### config.mk
export PLATFORM = sky130hd
export DESIGN_NAME = adc_ladder_key_scanner_flat
export DESIGN_NICKNAME = d
export VERILOG_FILES = /design/src/rtl/alks_pkg.sv /design/src/rtl/alks_if.sv /design/src/rtl/adc_ladder_key_scanner.sv /design/src/flat_wrapper.sv
export SDC_FILE = /design/constraint.sdc
export NUM_CORES = 1
export LEC_CHECK = 0
export BUFFER_PORTS_ARGS = -buffer_cell sky130_fd_sc_hd__buf_2
export CORE_ASPECT_RATIO = 0.8
export CORE_UTILIZATION = 50
export DETAILED_ROUTE_END_ITERATION = 10
export GPL_TIMING_DRIVEN = 0
export PLACE_DENSITY = 0.79
export SLEW_MARGIN = 15
export SYNTH_ARGS = -nofsm -noshare
export SYNTH_HDL_FRONTEND = slang
export SYNTH_SLANG_ARGS = --single-unit
### constraint.sdc
create_clock -name clk_i -period 6.2 [get_ports clk_i]
set_input_delay 0.62 -clock clk_i [delete_from_list [all_inputs] [get_ports clk_i]]
set_output_delay 0.62 -clock clk_i [all_outputs]
set_load 0.02 [all_outputs]
### src/rtl/alks_pkg.sv
// Package for the ADC ladder key scanner: command and event codes, reset values
// of the configuration registers and the event code helper.
// No dependencies; compile first.
`default_nettype none

package alks_pkg;

  // Command field of an input item
  localparam logic CMD_SCAN = 1'b0;
  localparam logic CMD_READ = 1'b1;

  // Configuration register indexes
  localparam logic [2:0] REG_THR_LOW  = 3'd0;
  localparam logic [2:0] REG_THR_HIGH = 3'd1;
  localparam logic [2:0] REG_FILTER   = 3'd2;
  localparam logic [2:0] REG_LONG     = 3'd3;
  localparam logic [2:0] REG_REPEAT   = 3'd4;

  // Event kinds, added to 5 * key
  localparam logic [2:0] KIND_PRESS         = 3'd1;
  localparam logic [2:0] KIND_SHORT_RELEASE = 3'd2;
  localparam logic [2:0] KIND_LONG_PRESS    = 3'd3;
  localparam logic [2:0] KIND_REPEAT        = 3'd4;
  localparam logic [2:0] KIND_LONG_RELEASE  = 3'd5;

  localparam int unsigned SAMPLE_W = 12;
  localparam int unsigned CODE_W   = 6;
  localparam int unsigned CFG_W    = 48;
  localparam int unsigned IDX_W    = 3;
  localparam int unsigned FILTER_W = 6;
  localparam int unsigned COUNT_W  = 7;
  localparam int unsigned LONG_W   = 10;
  localparam int unsigned REPEAT_W = 8;

  localparam logic [FILTER_W-1:0] FILTER_RESET = 6'd5;
  localparam logic [LONG_W-1:0]   LONG_RESET   = 10'd100;
  localparam logic [REPEAT_W-1:0] REPEAT_RESET = 8'd10;
  localparam logic [COUNT_W-1:0]  COUNT_RESET  = COUNT_W'(FILTER_RESET / 2);

  localparam int unsigned NUM_KEYS_DEFAULT   = 8;
  localparam int unsigned FIFO_DEPTH_DEFAULT = 16;

  // Event code 5 * key + kind
  function automatic logic [CODE_W-1:0] key_event(input logic [2:0] key,
                                                  input logic [2:0] kind);
    return {1'b0, key, 2'b00} + {3'b000, key} + {3'b000, kind};
  endfunction

endpackage

`default_nettype wire

### src/rtl/alks_if.sv
// Valid/ready channel interfaces of the ADC ladder key scanner: scan/read
// requests, popped key codes and configuration writes. Uses alks_pkg.
`default_nettype none

interface alks_req_if import alks_pkg::*; ();
  logic                valid;
  logic                ready;
  logic                cmd;
  logic [SAMPLE_W-1:0] sample;

  modport source (output valid, output cmd, output sample, input ready);
  modport sink   (input valid, input cmd, input sample, output ready);
endinterface

interface alks_rsp_if import alks_pkg::*; ();
  logic              valid;
  logic              ready;
  logic [CODE_W-1:0] key_code;
  logic              events_lost;

  modport source (output valid, output key_code, output events_lost, input ready);
  modport sink   (input valid, input key_code, input events_lost, output ready);
endinterface

interface alks_cfg_if import alks_pkg::*; ();
  logic             valid;
  logic             ready;
  logic [IDX_W-1:0] index;
  logic [CFG_W-1:0] data;

  modport source (output valid, output index, output data, input ready);
  modport sink   (input valid, input index, input data, output ready);
endinterface

`default_nettype wire

### src/rtl/adc_ladder_key_scanner.sv
// Top level of the ADC ladder key scanner: key walk sequencer, per-key
// debounce/hold/repeat counters and the event code FIFO.
// Depends on alks_pkg and the channel interfaces in alks_if.sv.
`default_nettype none

// Usage:
//   req_i  : one transfer is a scan (cmd = CMD_SCAN, with an ADC sample) or a
//            read (cmd = CMD_READ). ready is high only while the block is idle.
//   rsp_o  : one transfer per read, carrying the popped key code (0 when the
//            FIFO is empty) and the events-lost flag, which the read clears.
//   cfg_i  : register writes, always ready; write only while the block is idle.
// Timing:
//   A scan walks the keys one per cycle through one shared compare and counter
//   unit, with an extra ST_PUSH2 step for each key that emits a press and a
//   long press in the same tick, then returns to idle, where the next request
//   is taken. A scan gives no result. A read passes through ST_READ, which
//   loads the output register that drives rsp_o.valid, then returns to idle;
//   while the receiver stalls, a read waits in its own state with req_i.ready low.
// Reset:
//   Counters, flags, FIFO pointers and registers go to their reset values
//   (filter 5, long 100, repeat 10, thresholds 0). FIFO storage is not cleared;
//   only pushed entries are ever popped. No clearing pass is needed.
module adc_ladder_key_scanner import alks_pkg::*; #(
  parameter int unsigned NUM_KEYS   = NUM_KEYS_DEFAULT,
  parameter int unsigned FIFO_DEPTH = FIFO_DEPTH_DEFAULT
) (
  input  wire        clk_i,
  input  wire        rst_ni,
  alks_req_if.sink   req_i,
  alks_rsp_if.source rsp_o,
  alks_cfg_if.sink   cfg_i
);

  localparam int unsigned KEY_W  = (NUM_KEYS > 1) ? $clog2(NUM_KEYS) : 1;
  localparam int unsigned PTR_W  = $clog2(FIFO_DEPTH);
  localparam int unsigned FILL_W = $clog2(FIFO_DEPTH + 1);

  typedef enum logic [1:0] {
    ST_IDLE,
    ST_WALK,
    ST_PUSH2,
    ST_READ
  } state_e;

  state_e state_q;

  // Configuration registers
  logic [CFG_W-1:0]    thr_low_q, thr_high_q;
  logic [FILTER_W-1:0] filter_q;
  logic [LONG_W-1:0]   long_q;
  logic [REPEAT_W-1:0] repeat_q;

  // Per-key state
  logic [COUNT_W-1:0]  dbc_q  [NUM_KEYS];
  logic                down_q [NUM_KEYS];
  logic [LONG_W-1:0]   hold_q [NUM_KEYS];
  logic [REPEAT_W-1:0] rep_q  [NUM_KEYS];

  // Walk sequencer
  logic [KEY_W-1:0]    idx_q;
  logic                found_q;
  logic [SAMPLE_W-1:0] sample_q;
  logic [CODE_W-1:0]   code2_q;

  // Event FIFO
  logic [CODE_W-1:0] fifo_mem_q [FIFO_DEPTH];
  logic [PTR_W-1:0]  head_q, tail_q;
  logic [FILL_W-1:0] fill_q;
  logic              lost_q;

  // Output register
  logic              out_valid_q;
  logic [CODE_W-1:0] key_code_q;
  logic              events_lost_q;

  // Thresholds unpacked per key
  logic [SAMPLE_W-1:0] thr_arr [NUM_KEYS];
  for (genvar k = 0; k < NUM_KEYS; k++) begin : g_thr
    if (k < 4) begin : g_low
      assign thr_arr[k] = thr_low_q[SAMPLE_W*k +: SAMPLE_W];
    end else begin : g_high
      assign thr_arr[k] = thr_high_q[SAMPLE_W*(k-4) +: SAMPLE_W];
    end
  end

  // Shared per-key update unit, working on key idx_q
  logic                key_active;
  logic [COUNT_W-1:0]  f_ext, f_twice, cnt, n_cnt;
  logic                kd, n_kd;
  logic [LONG_W-1:0]   hold, n_hold;
  logic [REPEAT_W-1:0] rep, n_rep;
  logic                push1, push2;
  logic [CODE_W-1:0]   code1, code2;
  logic [2:0]          key3;

  always_comb begin
    key3       = 3'(idx_q);
    key_active = !found_q && (sample_q < thr_arr[idx_q]);
    f_ext      = {1'b0, filter_q};
    f_twice    = {filter_q, 1'b0};
    cnt        = dbc_q[idx_q];
    kd         = down_q[idx_q];
    hold       = hold_q[idx_q];
    rep        = rep_q[idx_q];
    n_cnt      = cnt;
    n_kd       = kd;
    n_hold     = hold;
    n_rep      = rep;
    push1      = 1'b0;
    push2      = 1'b0;
    code1      = '0;
    code2      = '0;
    if (key_active) begin
      if (cnt < f_ext) begin
        n_cnt = f_ext;
      end else if (cnt < f_twice) begin
        n_cnt = cnt + 1'b1;
      end else begin
        if (!kd) begin
          n_kd  = 1'b1;
          push1 = 1'b1;
          code1 = key_event(key3, KIND_PRESS);
        end
        if (long_q != '0) begin
          if (hold < long_q) begin
            n_hold = hold + 1'b1;
            if (n_hold >= long_q) begin
              // A press in the same tick takes the first slot
              if (push1) begin
                push2 = 1'b1;
                code2 = key_event(key3, KIND_LONG_PRESS);
              end else begin
                push1 = 1'b1;
                code1 = key_event(key3, KIND_LONG_PRESS);
              end
            end
          end else if (repeat_q != '0) begin
            n_rep = rep + 1'b1;
            if (n_rep >= repeat_q) begin
              n_rep = '0;
              push1 = 1'b1;
              code1 = key_event(key3, KIND_REPEAT);
            end
          end
        end
      end
    end else begin
      if (cnt > f_ext) begin
        n_cnt = f_ext;
      end else if (cnt != '0) begin
        n_cnt = cnt - 1'b1;
      end else if (kd) begin
        n_kd   = 1'b0;
        push1  = 1'b1;
        code1  = key_event(key3, (hold >= long_q) ? KIND_LONG_RELEASE
                                                  : KIND_SHORT_RELEASE);
        n_hold = '0;
      end
      n_rep = '0;
    end
  end

  // FIFO push/pop control
  logic              fifo_full, push_en, pop_en, load_out, last_key;
  logic [CODE_W-1:0] push_code;

  always_comb begin
    fifo_full = (fill_q == FILL_W'(FIFO_DEPTH));
    push_en   = ((state_q == ST_WALK) && push1) || (state_q == ST_PUSH2);
    push_code = (state_q == ST_PUSH2) ? code2_q : code1;
    load_out  = (state_q == ST_READ) && (!out_valid_q || rsp_o.ready);
    pop_en    = load_out && (fill_q != '0);
    last_key  = (idx_q == KEY_W'(NUM_KEYS - 1));
  end

  assign req_i.ready       = (state_q == ST_IDLE);
  assign cfg_i.ready       = 1'b1;
  assign rsp_o.valid       = out_valid_q;
  assign rsp_o.key_code    = key_code_q;
  assign rsp_o.events_lost = events_lost_q;

  // Control state, counters and configuration
  always_ff @(posedge clk_i or negedge rst_ni) begin
    if (!rst_ni) begin
      state_q     <= ST_IDLE;
      thr_low_q   <= '0;
      thr_high_q  <= '0;
      filter_q    <= FILTER_RESET;
      long_q      <= LONG_RESET;
      repeat_q    <= REPEAT_RESET;
      for (int k = 0; k < NUM_KEYS; k++) begin
        dbc_q[k]  <= COUNT_RESET;
        down_q[k] <= 1'b0;
        hold_q[k] <= '0;
        rep_q[k]  <= '0;
      end
      idx_q       <= '0;
      found_q     <= 1'b0;
      head_q      <= '0;
      tail_q      <= '0;
      fill_q      <= '0;
      lost_q      <= 1'b0;
      out_valid_q <= 1'b0;
    end else begin
      if (cfg_i.valid) begin
        unique case (cfg_i.index)
          REG_THR_LOW:  thr_low_q  <= cfg_i.data;
          REG_THR_HIGH: thr_high_q <= cfg_i.data;
          REG_FILTER:   filter_q   <= cfg_i.data[FILTER_W-1:0];
          REG_LONG:     long_q     <= cfg_i.data[LONG_W-1:0];
          REG_REPEAT:   repeat_q   <= cfg_i.data[REPEAT_W-1:0];
          default: ;
        endcase
      end

      // Drop the result once transferred, unless a new load replaces it
      if (out_valid_q && rsp_o.ready && !load_out) begin
        out_valid_q <= 1'b0;
      end

      // Push or drop one event
      if (push_en) begin
        if (fifo_full) begin
          lost_q <= 1'b1;
        end else begin
          tail_q <= (tail_q == PTR_W'(FIFO_DEPTH - 1)) ? '0 : tail_q + 1'b1;
          fill_q <= fill_q + 1'b1;
        end
      end

      unique case (state_q)
        ST_IDLE: begin
          if (req_i.valid) begin
            idx_q   <= '0;
            found_q <= 1'b0;
            state_q <= (req_i.cmd == CMD_READ) ? ST_READ : ST_WALK;
          end
        end
        ST_WALK: begin
          dbc_q[idx_q]  <= n_cnt;
          down_q[idx_q] <= n_kd;
          hold_q[idx_q] <= n_hold;
          rep_q[idx_q]  <= n_rep;
          found_q       <= found_q | key_active;
          if (push2) begin
            state_q <= ST_PUSH2;
          end else if (last_key) begin
            state_q <= ST_IDLE;
          end else begin
            idx_q <= idx_q + 1'b1;
          end
        end
        ST_PUSH2: begin
          if (last_key) begin
            state_q <= ST_IDLE;
          end else begin
            idx_q   <= idx_q + 1'b1;
            state_q <= ST_WALK;
          end
        end
        ST_READ: begin
          if (load_out) begin
            out_valid_q <= 1'b1;
            lost_q      <= 1'b0;
            if (pop_en) begin
              head_q <= (head_q == PTR_W'(FIFO_DEPTH - 1)) ? '0 : head_q + 1'b1;
              fill_q <= fill_q - 1'b1;
            end
            state_q <= ST_IDLE;
          end
        end
        default: state_q <= ST_IDLE;
      endcase
    end
  end

  // Payload: FIFO storage, captured sample, second code and output data
  always_ff @(posedge clk_i) begin
    if (push_en && !fifo_full) begin
      fifo_mem_q[tail_q] <= push_code;
    end
    if (req_i.valid && req_i.ready) begin
      sample_q <= req_i.sample;
    end
    if (state_q == ST_WALK) begin
      code2_q <= code2;
    end
    if (load_out) begin
      key_code_q    <= pop_en ? fifo_mem_q[head_q] : '0;
      events_lost_q <= lost_q;
    end
  end

endmodule

`default_nettype wire
### src/flat_wrapper.sv
// flat-port wrapper written by rule: the top's interface ports become plain ports
module adc_ladder_key_scanner_flat import alks_pkg::*;
#(
  parameter int unsigned NUM_KEYS   = NUM_KEYS_DEFAULT,
  parameter int unsigned FIFO_DEPTH = FIFO_DEPTH_DEFAULT
)
  (clk_i, rst_ni, req_i_valid, req_i_cmd, req_i_sample, req_i_ready, rsp_o_valid, rsp_o_key_code, rsp_o_events_lost, rsp_o_ready, cfg_i_valid, cfg_i_index, cfg_i_data, cfg_i_ready);
  alks_req_if req_i_i ();
  alks_rsp_if rsp_o_i ();
  alks_cfg_if cfg_i_i ();
  input  wire clk_i;
  input  wire rst_ni;
  input wire logic [$bits(req_i_i.valid)-1:0] req_i_valid;
  input wire logic [$bits(req_i_i.cmd)-1:0] req_i_cmd;
  input wire logic [$bits(req_i_i.sample)-1:0] req_i_sample;
  output wire logic [$bits(req_i_i.ready)-1:0] req_i_ready;
  output wire logic [$bits(rsp_o_i.valid)-1:0] rsp_o_valid;
  output wire logic [$bits(rsp_o_i.key_code)-1:0] rsp_o_key_code;
  output wire logic [$bits(rsp_o_i.events_lost)-1:0] rsp_o_events_lost;
  input wire logic [$bits(rsp_o_i.ready)-1:0] rsp_o_ready;
  input wire logic [$bits(cfg_i_i.valid)-1:0] cfg_i_valid;
  input wire logic [$bits(cfg_i_i.index)-1:0] cfg_i_index;
  input wire logic [$bits(cfg_i_i.data)-1:0] cfg_i_data;
  output wire logic [$bits(cfg_i_i.ready)-1:0] cfg_i_ready;
  assign req_i_i.valid = req_i_valid;
  assign req_i_i.cmd = req_i_cmd;
  assign req_i_i.sample = req_i_sample;
  assign req_i_ready = req_i_i.ready;
  assign rsp_o_valid = rsp_o_i.valid;
  assign rsp_o_key_code = rsp_o_i.key_code;
  assign rsp_o_events_lost = rsp_o_i.events_lost;
  assign rsp_o_i.ready = rsp_o_ready;
  assign cfg_i_i.valid = cfg_i_valid;
  assign cfg_i_i.index = cfg_i_index;
  assign cfg_i_i.data = cfg_i_data;
  assign cfg_i_ready = cfg_i_i.ready;
  adc_ladder_key_scanner #(.NUM_KEYS(NUM_KEYS), .FIFO_DEPTH(FIFO_DEPTH)) u_core (.clk_i(clk_i), .rst_ni(rst_ni), .req_i(req_i_i), .rsp_o(rsp_o_i), .cfg_i(cfg_i_i));
endmodule
; ---- After elaboration in Yosys (flattened, before gate mapping)
; Memory sizes are Yosys's and may differ from the RTL's. A register that Yosys moved wholly into a read port is not among the register bits.
; Cells that the tools add are included.
[word_totals]
ram_bits = 96
memories = 1
in_bits = 69
register_bits = 368
[mem_list]
columns = name, depth, word_bits, read_ports, rd_ports_with_merged_regs, wr, line_no
row1 = u_core.fifo_mem_q, 16, 6, 1, 1, 1, adc_ladder_key_scanner.sv:66  ; logic [CODE_W-1:0] fifo_mem_q [FIFO_DEPTH];
[op_classes]
n_eq_ne = 15
add_sub_neg = 14
bitwise_logic = 8
muxes = 118
n_lt_le_gt_ge = 10
reduce_logical = 35
[op_table]
columns = op, count
row1 = 10-bit 2-to-1 mux, 11
row2 = 6-bit 2-to-1 mux, 14
row3 = 80-bit bitwise mux, 1
row4 = 8-bit 2-to-1 mux, 10
row5 = 64-bit bitwise mux, 1
row6 = 56-bit bitwise mux, 1
row7 = 7-bit 2-to-1 mux, 8
row8 = 1-bit 2-to-1 mux, 41
row9 = 12-bit binary-select mux with 3-bit select, 1
row10 = 10-bit binary-select mux with 3-bit select, 1
row11 = 10-bit demux with 3-bit select, 1
row12 = 5-bit 2-to-1 mux, 5
row13 = 8-bit binary-select mux with 3-bit select, 1
row14 = 8-bit demux with 3-bit select, 1
row15 = 12-bit 2-to-1 mux, 2
row16 = 7-bit binary-select mux with 3-bit select, 1
row17 = 7-bit demux with 3-bit select, 1
row18 = 10-bit >= comparator, 2
row19 = 2-bit AND reduction, 7
row20 = 12-bit < comparator, 1
row21 = 3-bit 2-to-1 mux, 4
row22 = 10-bit by 1-bit adder with 10-bit output (second input constant), 1
row23 = 10-bit < comparator, 1
row24 = 2-bit 2-to-1 mux, 5
row25 = 51 further kinds, 78

; ---- Depth between registers and ports, before layout
; Gate-level depths: netlist of run 1.
[logic_depth]
ltp_word = 21
mapped_depth = 22
ltp_nobuf = 17

; ---- Worst setup path after synthesis of run 1
; Ideal clock, no wire load.
[synth_path]
kind = reg2reg
startpoint = register u_core.idx_q[0]
endpoint = memory u_core.fifo_mem_q[4][0] (enable)
synth_period_minus_slack_ps = 5896
setup_time_ps = 377
stages_incl_launch_ff = 17
arrival_time_ps = 5519
required_ps = 5823
path_slack_ps = 304
path_cell_list = dfrtp_1 -> buf_2 -> buf_2 -> buf_2 -> clkbuf_1 -> buf_1 -> mux4_2 -> mux2i_1 -> ha_1 -> a2111oi_0 -> o31ai_1 -> nor4b_1 -> o221a_2 -> nand2_1 -> o31ai_4 -> nand2_4 -> nor3_1
[synth_between]
elab_chain_len = 20
elab_cells_between_ends = 47
classes_between = add/sub (2) / order compare (7) / mux (32) / bitwise (1) / reduce/logical (5)
[synth_lines]
columns = element, line_no
row1 = "start, declared", adc_ladder_key_scanner.sv:60  ; logic [KEY_W-1:0] idx_q;
row2 = "start signal, assigned", adc_ladder_key_scanner.sv:250  ; idx_q <= idx_q + 1'b1;
row3 = "start signal, assigned", adc_ladder_key_scanner.sv:257  ; idx_q <= idx_q + 1'b1;
row4 = 3-bit NOT with 4-bit output (not written as such) *, --
row5 = branches (longest 13 deep; another with 8-bit by 1-bit adder with 8-bit output), --
row6 = 1-bit 2-to-1 mux *, adc_ladder_key_scanner.sv:113  ; if (key_active) begin
row7 = 1-bit logical AND *, adc_ladder_key_scanner.sv:169  ; push_en = ((state_q == ST_WALK) && push1) || (state_q == ST_PUSH2);
row8 = 1-bit logical OR *, adc_ladder_key_scanner.sv:169
row9 = 1-bit logical AND *, adc_ladder_key_scanner.sv:279  ; if (push_en && !fifo_full) begin
row10 = 1-bit 2-to-1 mux *, adc_ladder_key_scanner.sv:279
row11 = 1-bit 2-to-1 mux (not written as such) *, adc_ladder_key_scanner.sv:280  ; fifo_mem_q[tail_q] <= push_code;
row12 = "end, declared", adc_ladder_key_scanner.sv:66
; Mark *: on every way between the ends. The select of a mux whose other input is x is not followed.

; ---- Final worst setup path of run 1
[layout_path]
startpoint = register u_core.idx_q[2]
endpoint = memory u_core.fifo_mem_q[15][2] (enable)
; The elaborated chain is that of the path after synthesis.

==> impl_metrics.py, run 1 <==
metrics = {
    "setup_path": {
        "critPathSlowestCell": "o311a_1",
        "crit_arrival_ps": 6220,
        "crit_fanout": 10,
        "crit_type": "reg -> reg",
        "end_kind": "flop",
        "max_stage_delay_ps": 390,
        "required_ps": 6460,
        "startpoint_type": "flop",
        "crit_chain": "buf_2 > buf_4 > clkbuf_4 > mux4_2 > mux2i_1 > inv_1 > ha_1 > nand3_1 > nand3b_1 > nor3_2 > xnor2_1 > ha_1 > nand4_1 > a221o_1 > nor2b_1 > o311a_1 > o31ai_4 > nand2_4 > clkbuf_4 > nor2_4",
    },
    "floorplanning": {
        "start_util_pct": 51.2,
        "die_w_um": 242,
        "dieArea_um2": 46900,
        "die_y_um": 194,
        "num_rows": 69,
        "core_area_um2": 44900,
        "ios": 79,
    },
    "synthesis": {
        "syn_area_per_cell_um2": 12.1,
        "synth_nets": 2050,
        "synth_top_area_share_pct": 36.3,
        "synth_edf_count": 121,
        "syn_area_um2": 23000,
        "synth_cells": 1905,
        "ys_seq_area_share_pct": 53.9,
        "async_flop_share_pct": 74.3,
        "ys_ff_latch": 470,
        "yosys.area.top_type": "dfrtp_1",
        "yosys_warnings": 0,
        "yosys_most_used_dff": "dfrtp_1",
        "synth.area.top_cells": "dfrtp_1 36%, edfxtp_1 16%, mux4_2 7.4%",
        "ys_types": 89,
    },
    "routing": {
        "via_count": 16800,
        "drc": 0,
        "avgViaCountPerCell": 6.26,
        "routedWlPerCell_um": 23.9,
        "drt_first_pass_iters": 5,
        "ant_nets": 0,
        "routed_wl_um": 63900,
        "drtIter0Drc": 1752,
    },
    "pwr": {
        "swShare_pct": 38.7,
        "p_sw_mw": 4.50,
        "pwr-share-seq_pct": 34.7,
        "p_int_mw": 7.12,
        "peakVddDrop_mv": 0.319,
        "power_mw": 11.6,
        "clkPwrFrac_pct": 25.5,
        "power.density_nw_per_um2": 443,
        "power.leakage_nw": 10.9,
        "comb_power_share_pct": 39.8,
    },
    "finish": {
        "final_util_pct": 58.4,
        "fin_nets": 2183,
        "multi_input_area_um2": 10200,
        "fillCellCount": 3541,
        "syn_to_final_growth_pct": 14.0,
        "layout-drive-gt1-share_pct": 22.1,
        "area.sequential_um2": 12400,
        "diodes": 0,
    },
    "timing": {
        "hold_viol_final": 0,
        "grt_setup_unrepaired": "no",
        "fmax_ghz": 0.168,
        "relSlewSlack_pct": 18.7,
        "fin_hold_ws_ps": 223,
        "setup-tns-final_ps": 0,
        "tightest_slew_ps": 1190,
        "fin_crit_sh_pct": 96.2,
        "final-max-slew-violation-count": 0,
        "setup_viol": 0,
        "finClkSkew_ps": 36.7,
        "fin_crit_ps": 5970,
    },
    "min_path": {
        "min-delay-path-class": "in -> reg",
    },
    "placement": {
        "dp_hpwl_um": 44500,
        "portBuffers": 77,
        "gp_congestion": 0.945,
    },
    "clock_tree": {
        "cts_buffers": 46,
        "cts_sinks": 470,
        "clk_latency_ps": 590,
        "path_clk_slew_ps": 60,
        "root_buffer": "clkbuf_16",
        "cts_tree": "done",
        "clockBufferDepth": 3,
        "cts.htree.levels": 2,
    },
    "run_status": {
        "run_status": "finished, final reports clean",
    },
    "global_routing": {
        "grtUsageTotal_pct": 27.5,
        "antenna_found_initial": 3,
        "grt_max_degree": 112,
        "grt_pass1_vias": 17000,
        "overflow": 0,
        "grt_pass1_wl_um": 99400,
    },
    "job": {
        "maxCapViolations": 0,
    },
}
-- cell families (layout without fill, tap and decap cells) --
kind of cell	count (synthesis)	after routing	synth area share, %
AOI/OAI and AO/OA	392	392	10.3
muxes	273	273	17.5
and+or+nand+nor	491	491	9.65
buffers and inverters	164	334	3.01
adders and majority gates	76	76	4.17
other	1	1	0.0163
xor gates and xnor gates	38	38	1.45
DFF	470	470	53.9
-- registers in the layout (all words and copies together) (netlist names), 4 cells and up --
name,flops
u_core.sample_q,12
u_core.fill_q,5
u_core.down_q,8
u_core.repeat_q,8
u_core.thr_high_q,48
u_core.tail_q,4
u_core.thr_low_q,48
u_core.code2_q,6
u_core.rep_q,64
u_core.dbc_q,56
u_core.long_q,10
u_core.hold_q,80
u_core.head_q,4
u_core.filter_q,6
u_core.rsp_o.key_code,6
u_core.fifo_mem_q,96
-- final timing paths --
| check | from | endpoint | slack, ps | depth (start not counted) |
|---|---|---|---|---|
| max | u_core.idx_q[2]$_DFFE_PN0P_ | u_core.fifo_mem_q[15][2]$_DFFE_PP_ | 230 | 20 |
| min | req_i_sample[10] | u_core.sample_q[10]$_DFFE_PP_ | 220 | 1 |
| max reg2reg | u_core.idx_q[2]$_DFFE_PN0P_ | u_core.fifo_mem_q[15][2]$_DFFE_PP_ | 230 | 20 |
| min reg2reg | u_core.lost_q$_DFF_PN0_ | u_core.rsp_o.events_lost$_DFFE_PP_ | 470 | 0 |
| max in group asynchronous | rst_ni | u_core.hold_q[2]$_DFFE_PN0P_ | 4430 | 4 |
| min in group asynchronous | rst_ni | u_core.rep_q[3]$_DFFE_PN0P_ | 460 | 2 |
-- cell usage after synthesis (5+ instances only) --
library cell	count
dfrtp_1	334
nand2_1	295
o21ai_0	238
edfxtp_1	121
mux2_2	119
mux4_2	76
clkbuf_1	75
ha_1	75
mux2i_1	64
nor2_1	61
inv_1	57
a21oi_1	36
nand3_1	30
xnor2_1	29
nor3_1	20
o221ai_1	16
dfstp_2	15
nand4_1	14
buf_1	11
buf_2	11
mux4_1	11
o22ai_1	9
xor2_1	9
a211oi_1	8
a21o_1	8
nor2b_1	8
and3_1	7
nand2b_1	7
nand3b_1	7
nor4_1	7
o21ai_1	7
o31ai_1	7
or3_1	6
o31a_1	5
-- routing by layer --
layer  GRT usage [%]  wire length [µm]  vias up
li1                -                 -     7260
met1            38.3             26600     8501
met2            42.2             28900      861
met3            7.58              6850      136
met4            8.04              1650        0
met5               0                 0        -
-- cell type report --
cell class,instances,area share (%)
Tap cell,603,2.88
Inverter,58,0.831
Multi-Input combinational cell,1271,38.9
Clock buffer,68,5.13
Sequential cell,470,47.3
Clock inverter,17,0.926
Timing Repair Buffer,86,2.02
Buffer,105,2.03
-- placed cells by master (no fill, tap or decap), types with 8 or more instances in the layout --
cell	n
mux2_2	119
nor2_1	52
clkbuf_16	47
dfstp_2	15
buf_2	81
ha_1	75
buf_4	8
mux4_2	76
nand4_1	14
mux4_1	11
inv_1	57
o221ai_1	15
xor2_1	9
clkbuf_4	9
a21oi_1	35
nand3_1	30
nand2_1	295
nor2b_1	8
dfrtp_1	333
buf_6	9
o21ai_0	234
nor2_4	9
xnor2_1	29
edfxtp_1	121
clkbuf_8	9
clkbuf_1	81
nor3_1	14
a211oi_1	8
o21ai_1	10
a21o_1	8
mux2i_1	59
o22ai_1	9
-- critical path, delay by kind of cell (launching register included) --
kind	cells	cell delay (ps)
simple gates	7	1350
fa+ha+maj	2	620
mux	2	700
flops	1	370
xor+xnor	1	170
compound gates	3	1070
buf+inv	5	1350
-- per-stage QoR --
step                instance area, µm²  instances  worst slack [ps]
floorplan                        23000       1905               304
global placement                 24100       2585             -2800
detailed placement               24300       2591             -2340
CTS                              26100       2679              38.7
global route                     26200       2678              2.18
finish                           26200       2678               235
-- timing repair --
| item | 4_1_cts | 5_1_grt |
|---|---|---|
| hold buffers | 1 | 0 |
| hold endpoints to repair | 23 | 0 |
| pin swaps | 3 | 2 |
| resized for setup | 65 | 28 |
| endpoints found under the setup margin | 422 | 307 |
| buffers inserted | 2 | 0 |
-- power groups by stage --
stage	sequential, mW	clock [mW]	combinational (mW)
final	4.03	2.96	4.63
after floorplan	3.97	0	3.01
after detailed placement	4.07	0	4.34
after CTS	4.01	2.97	4.50
after global placement	4.03	0	4.22
after global routing	4.07	3.09	4.96
No activity file was read; power rests on OpenSTA's default activity.
==> inputs of run 2 (changes only) <==
--- a/config.mk
+++ b/config.mk
@@ -5,6 +5,7 @@
 export SDC_FILE = /design/constraint.sdc
 export NUM_CORES = 1
 export LEC_CHECK = 0
+export ABC_AREA = 1
 export BUFFER_PORTS_ARGS = -buffer_cell sky130_fd_sc_hd__buf_2
 export CORE_ASPECT_RATIO = 0.8
 export CORE_UTILIZATION = 50
==> impl_metrics.py, run 2 <==
metrics = {
    "run_status": {
        "run_status": "finished, final reports clean",
    },
    "pwr": {
        "power.density_nw_per_um2": 598,
        "power_mw": 16.1,
        "peakVddDrop_mv": 0.296,
        "power.leakage_nw": 12.6,
    },
    "clock_tree": {
        "clockBufferDepth": 3,
        "cts_buffers": 47,
        "cts.htree.levels": 2,
        "root_buffer": "clkbuf_16",
        "cts_tree": "done",
        "path_clk_slew_ps": 60,
        "cts_sinks": 470,
        "clk_latency_ps": 590,
    },
    "synthesis": {
        "async_flop_share_pct": 74.3,
        "yosys_warnings": 0,
        "synth_top_family_by_area": "simple AND/OR/NAND/NOR gates",
        "yosys.area_share.adder_pct": 4.02,
        "synth_compound_area_share_pct": 13.4,
        "synth_edf_count": 121,
        "ys_ff_latch": 470,
        "synth_cells": 2812,
        "syn_area_um2": 23800,
        "synthSimpleGateAreaFrac_pct": 22.5,
        "yosys-mux-area-fraction_pct": 0.546,
        "ys_seq_area_share_pct": 51.9,
        "synth_nets": 2957,
        "synth_top_area_share_pct": 35.0,
        "synthTopCellsByCount": "784 x nand2_1, 334 x dfrtp_1, 316 x o21ai_0",
        "yosys.area.top_type": "dfrtp_1",
        "synth.area.top_cells": "dfrtp_1 35%, edfxtp_1 15%, nand2_1 12%",
        "syn_area_per_cell_um2": 8.48,
        "yosys_most_used_dff": "dfrtp_1",
        "synth.most_common_cell": "nand2_1",
        "ys_types": 59,
        "yosys.area_share.xor_xnor_pct": 1.18,
    },
    "timing": {
        "grt_setup_unrepaired": "yes",
        "fin_crit_ps": 5970,
        "relSlewSlack_pct": 39.7,
        "hold_viol_final": 0,
        "finClkSkew_ps": 25.7,
        "fmax_ghz": 0.167,
        "final-max-slew-violation-count": 0,
        "setup_viol": 0,
        "fin_hold_ws_ps": 212,
        "fin_crit_sh_pct": 96.4,
        "tightest_slew_ps": 904,
    },
    "routing": {
        "via_count": 21200,
        "drc": 0,
        "drt_first_pass_iters": 8,
        "ant_nets": 0,
        "avgViaCountPerCell": 5.89,
        "routed_wl_um": 72500,
        "routedWlPerCell_um": 20.1,
        "drtIter0Drc": 2834,
    },
    "global_routing": {
        "grt_pass1_wl_um": 112000,
        "overflow": 0,
        "grtUsageTotal_pct": 29.8,
        "grt_max_degree": 104,
        "antenna_found_initial": 0,
        "grt_pass1_vias": 20300,
    },
    "finish": {
        "layout_commonest_cell": "nand2_1",
        "largest_reg_flops": 96,
        "final_cells": 3604,
        "final_util_pct": 57.3,
        "syn_to_final_growth_pct": 13.0,
        "top_regs": "u_core.fifo_mem_q x96, u_core.hold_q x80, u_core.rep_q x64",
        "largest-register": "u_core.fifo_mem_q",
        "diodes": 0,
        "fin_nets": 3093,
        "layout_common_cells": "783 x nand2_1, 333 x dfrtp_1, 316 x o21ai_0",
        "layout-drive-gt1-share_pct": 11.3,
    },
    "setup_path": {
        "required_ps": 6420,
        "crit_arrival_ps": 6200,
        "crit_type": "reg -> reg",
        "startpoint_type": "flop",
        "max_stage_delay_ps": 590,
        "crit_fanout": 10,
        "end_kind": "flop",
        "critPathSlowestCell": "clkbuf_1",
    },
    "floorplanning": {
        "dieArea_um2": 48600,
        "die_y_um": 197,
        "core_area_um2": 47000,
        "die_w_um": 246,
        "num_rows": 71,
        "start_util_pct": 50.7,
        "ios": 79,
    },
    "job": {
        "maxCapViolations": 0,
    },
    "placement": {
        "portBuffers": 77,
        "dp_cells": 3514,
        "gp_congestion": 0.944,
        "dp_hpwl_um": 51300,
    },
    "min_path": {
        "min-delay-path-class": "in -> reg",
    },
}
-- run 2: cell types whose count changed in the layout (fill, tap and decap cells not counted), moves of 46 or more --
cell,previous run,this run
inv_1,57,197
nand2_1,295,783
mux2i_1,59,13
o21ai_1,10,93
mux2_2,119,0
o21ai_0,234,316
nor2_1,52,276
nand3_1,30,108
mux4_2,76,0
-- run 2: worst paths after layout --
path / cells after the start / slack, ps / start / endpoint
hold / removal: 1 / 210 / req_i_sample[9] / u_core.sample_q[9]$_DFFE_PP_
setup reg to reg: 25 / 230 / u_core.idx_q[0]$_DFFE_PN0P_ / u_core.fifo_mem_q[6][1]$_DFFE_PP_
hold reg to reg: 0 / 460 / u_core.lost_q$_DFF_PN0_ / u_core.rsp_o.events_lost$_DFFE_PP_
max in group asynchronous: 4 / 4330 / rst_ni / u_core.dbc_q[8]$_DFFE_PN1P_
min in group asynchronous: 2 / 530 / rst_ni / u_core.rep_q[28]$_DFFE_PN0P_
setup / recovery: 25 / 230 / u_core.idx_q[0]$_DFFE_PN0P_ / u_core.fifo_mem_q[6][1]$_DFFE_PP_
-- run 2: report_power, final --
group | total, mW | switching (mW) | internal, mW
Combinational | 8.60 | 6.09 | 2.51
Sequential | 4.52 | 0.456 | 4.06
Clock | 3.00 | 1.26 | 1.74
Total | 16.1 | 7.81 | 8.31
-- run 2: layout make-up --
type | instances | area (µm²)
fill | 4047 | 20100
sequential | 470 | 12400
multi-input combinational | 1985 | 10100
clock buffer | 59 | 1260
inverter | 221 | 838
tap | 620 | 776
buffer | 135 | 677
timing repair buffer | 88 | 553
clock inverter | 26 | 332
-- run 2: layer usage --
layer	global-route usage [%]	share of wire, %	up-vias
met5	0	0	-
li1	-	-	9567
met1	42.0	41	10100
met3	8.02	12	204
met4	10.5	3.1	0
met2	44.2	44	1334
-- run 2: worst max-delay path, delay by kind of cell (launching register included) --
kind | cells | cell delay, ps
adders and majority gates | 2 | 580
and+or+nand+nor | 15 | 2730
DFF | 1 | 490
xor gates and xnor gates | 1 | 140
buffers and inverters | 6 | 1400
AOI/OAI and AO/OA | 1 | 250
-- run 2: timing repair --
item / in CTS / in global routing
setup endpoints to repair: 123 / 192
hold endpoints to repair: 47 / 0
buffers inserted: 0 / 5
hold buffers: 1 / 0
pin swaps: 0 / 3
resized for setup: 15 / 23
-- run 2: logic make-up after synthesis --
family	Yosys count
compound gates	581
xor+xnor	32
fa+ha+maj	76
buf+inv	357
flops	470
mux	13
other cells	1
simple gates	1282
-- run 2: stage by stage --
step	setup TNS (ps)	setup slack (ps)	instance area, µm²
6_report	0	226	26900
5_1_grt	-2140	-81.8	26900
4_1_cts	0	3.34	26800
3_5_place_dp	-13760	-360	25100
3_3_place_gp	-662040	-1940	25000
2_1_floorplan	0	1530	23800
==> inputs of run 3 (changes only) <==
--- a/config.mk
+++ b/config.mk
@@ -9,6 +9,7 @@
 export BUFFER_PORTS_ARGS = -buffer_cell sky130_fd_sc_hd__buf_2
 export CORE_ASPECT_RATIO = 0.8
 export CORE_UTILIZATION = 50
+export CTS_BUF_LIST = sky130_fd_sc_hd__clkbuf_4 sky130_fd_sc_hd__clkbuf_8
 export DETAILED_ROUTE_END_ITERATION = 10
 export GPL_TIMING_DRIVEN = 0
 export PLACE_DENSITY = 0.79
==> impl_metrics.py, run 3 (synthesis gave the netlist of run 2 again) <==
metrics = {
    "clock_tree": {
        "root_buffer": "clkbuf_8",
        "cts_tree": "done",
        "clockBufferDepth": 3,
        "clk_latency_ps": 690,
        "cts_sinks": 470,
        "cts_buffers": 75,
        "cts.htree.levels": 3,
        "path_clk_slew_ps": 60,
    },
    "placement": {
        "portBuffers": 77,
        "pre_cts_ws_ps": -360,
        "dp_hpwl_um": 51300,
        "dp_cells": 3514,
        "gp_congestion": 0.944,
        "postPlaceCellArea_um2": 25100,
    },
    "finish": {
        "final_cell_area_um2": 26900,
        "layout-drive-gt1-share_pct": 13.1,
        "final_cells": 3653,
        "largest_reg_flops": 96,
        "layout_common_cells": "783 x nand2_1, 333 x dfrtp_1, 316 x o21ai_0",
        "syn_to_final_growth_pct": 12.7,
        "fillCellCount": 4093,
        "final_util_pct": 57.2,
        "layout_commonest_cell": "nand2_1",
        "largest-register": "u_core.fifo_mem_q",
        "diodes": 0,
        "fin_nets": 3120,
        "top_regs": "u_core.fifo_mem_q x96, u_core.hold_q x80, u_core.rep_q x64",
    },
    "timing": {
        "tightest_slew_ps": 957,
        "final-max-slew-violation-count": 0,
        "fin_crit_sh_pct": 96.5,
        "worst_slack_ps": 214,
        "fin_crit_ps": 5990,
        "fmax_ghz": 0.167,
        "relSlewSlack_pct": 36.2,
        "finClkSkew_ps": 38.4,
        "hold_viol_final": 0,
        "setup_viol": 0,
    },
    "pwr": {
        "power.density_nw_per_um2": 592,
        "peakVddDrop_mv": 0.282,
        "power.leakage_nw": 12.7,
    },
    "setup_path": {
        "end_kind": "flop",
        "crit_fanout": 10,
        "max_stage_delay_ps": 490,
        "crit_chain": "inv_2 > buf_6 > buf_6 > buf_6 > buf_4 > buf_4 > buf_2 > clkbuf_1 > clkbuf_2 > nor2_1 > o22ai_1 > nor2_1 > ha_1 > nand2_1 > inv_1 > nand3_1 > nor3_1 > nand2_1 > nand3_4 > nand2_1 > inv_1 > a21oi_1 > a21oi_2 > buf_4",
        "crit_type": "reg -> reg",
        "crit_arrival_ps": 6500,
        "critPathSlowestCell": "dfrtp_2",
        "startpoint_type": "flop",
        "required_ps": 6720,
    },
    "routing": {
        "avgViaCountPerCell": 5.83,
        "drt_first_pass_iters": 6,
        "drc": 0,
        "routedWlPerCell_um": 19.9,
        "routed_wl_um": 72600,
        "via_count": 21300,
        "ant_nets": 0,
        "drtIter0Drc": 2648,
    },
    "floorplanning": {
        "start_util_pct": 50.7,
        "core_area_um2": 47000,
        "die_w_um": 246,
        "die_y_um": 197,
        "dieArea_um2": 48600,
        "ios": 79,
        "num_rows": 71,
    },
    "global_routing": {
        "grtUsageTotal_pct": 30.1,
        "grt_pass1_wl_um": 113000,
        "overflow": 0,
        "grt_max_degree": 104,
        "grt_pass1_vias": 20500,
        "antenna_found_initial": 0,
    },
    "run_status": {
        "run_status": "finished, final reports clean",
    },
    "min_path": {
        "min-delay-path-class": "in -> reg",
    },
    "job": {
        "maxCapViolations": 0,
    },
}
[run 3: cell count changes in the layout (fill, tap and decap cells not counted), moves of 2 or more]
cell	previous run	this run
bufinv_16	7	0
clkinv_4	4	1
clkbuf_8	4	90
clkbuf_1	93	84
clkbuf_4	0	28
clkbuf_2	3	5
clkbuf_16	47	0
nor2_2	18	20
clkinv_2	7	11
[run 3: final timing paths]
path                                              from                                 end  slack (ps)  cells past startpoint
setup / recovery           u_core.idx_q[0]$_DFFE_PN0P_  u_core.fifo_mem_q[12][0]$_DFFE_PP_         210                     24
hold / removal                         req_i_sample[6]        u_core.sample_q[6]$_DFFE_PP_         110                      1
setup reg to reg           u_core.idx_q[0]$_DFFE_PN0P_  u_core.fifo_mem_q[12][0]$_DFFE_PP_         210                     24
hold reg to reg            u_core.dbc_q[1]$_DFFE_PN1P_         u_core.dbc_q[1]$_DFFE_PN1P_         470                      2
max in group asynchronous                       rst_ni         u_core.dbc_q[8]$_DFFE_PN1P_        4380                      4
min in group asynchronous                       rst_ni        u_core.rep_q[28]$_DFFE_PN0P_         460                      2
[run 3: area by class of cell]
type	instances	area (µm²)	area share [%]
Inverter	221	838	3.12
Timing Repair Buffer	86	526	1.96
Clock inverter	17	97.6	0.363
Sequential cell	470	12400	46.1
Tap cell	620	776	2.89
Multi-Input combinational cell	1985	10100	37.6
Clock buffer	118	1450	5.39
Buffer	136	683	2.54
[run 3: metal layers]
metal  up-vias  global-route usage (%)  wire length (µm)
met5         -                       0                 0
met4         0                    10.5              2220
met3       196                    8.42              8960
met2      1269                    44.4             31800
met1     10200                    42.4             29600
li1       9625                       -                 -
[run 3: worst max-delay path: cells and delay by family, from the launching register on]
family	cells	cell delay [ps]
AND/OR/NAND/NOR	8	1210
buffers and inverters	12	2800
AO/OA/AOI/OAI	3	960
flip-flops	1	490
adder cells (fa/ha/maj)	1	340
[run 3: what timing repair did]
action / CTS / global route
endpoints found under the setup margin: 123 / 192
pin swaps: 0 / 3
hold buffers: 1 / 0
setup buffers: 0 / 3
resized for setup: 10 / 31
hold endpoints to repair: 47 / 0
[run 3: per-stage QoR]
stage | hold WS, ps | TNS [ps] | total power, mW
after detailed placement | 452 | -13760 | 12.7
after floorplan | 324 | 0 | 10.2
final | 114 | 0 | 15.9
after global placement | 445 | -662040 | 12.4
after global routing | 97.7 | -478 | 16.9
after CTS | 88.5 | -2420 | 15.6
[run 3: report_power, final]
group          leakage [nW]  switching [mW]  internal (mW)  total (mW)
Sequential             5.67           0.451           4.06        4.52
Combinational          6.18            6.10           2.51        8.61
Clock                 0.828            1.29           1.49        2.78
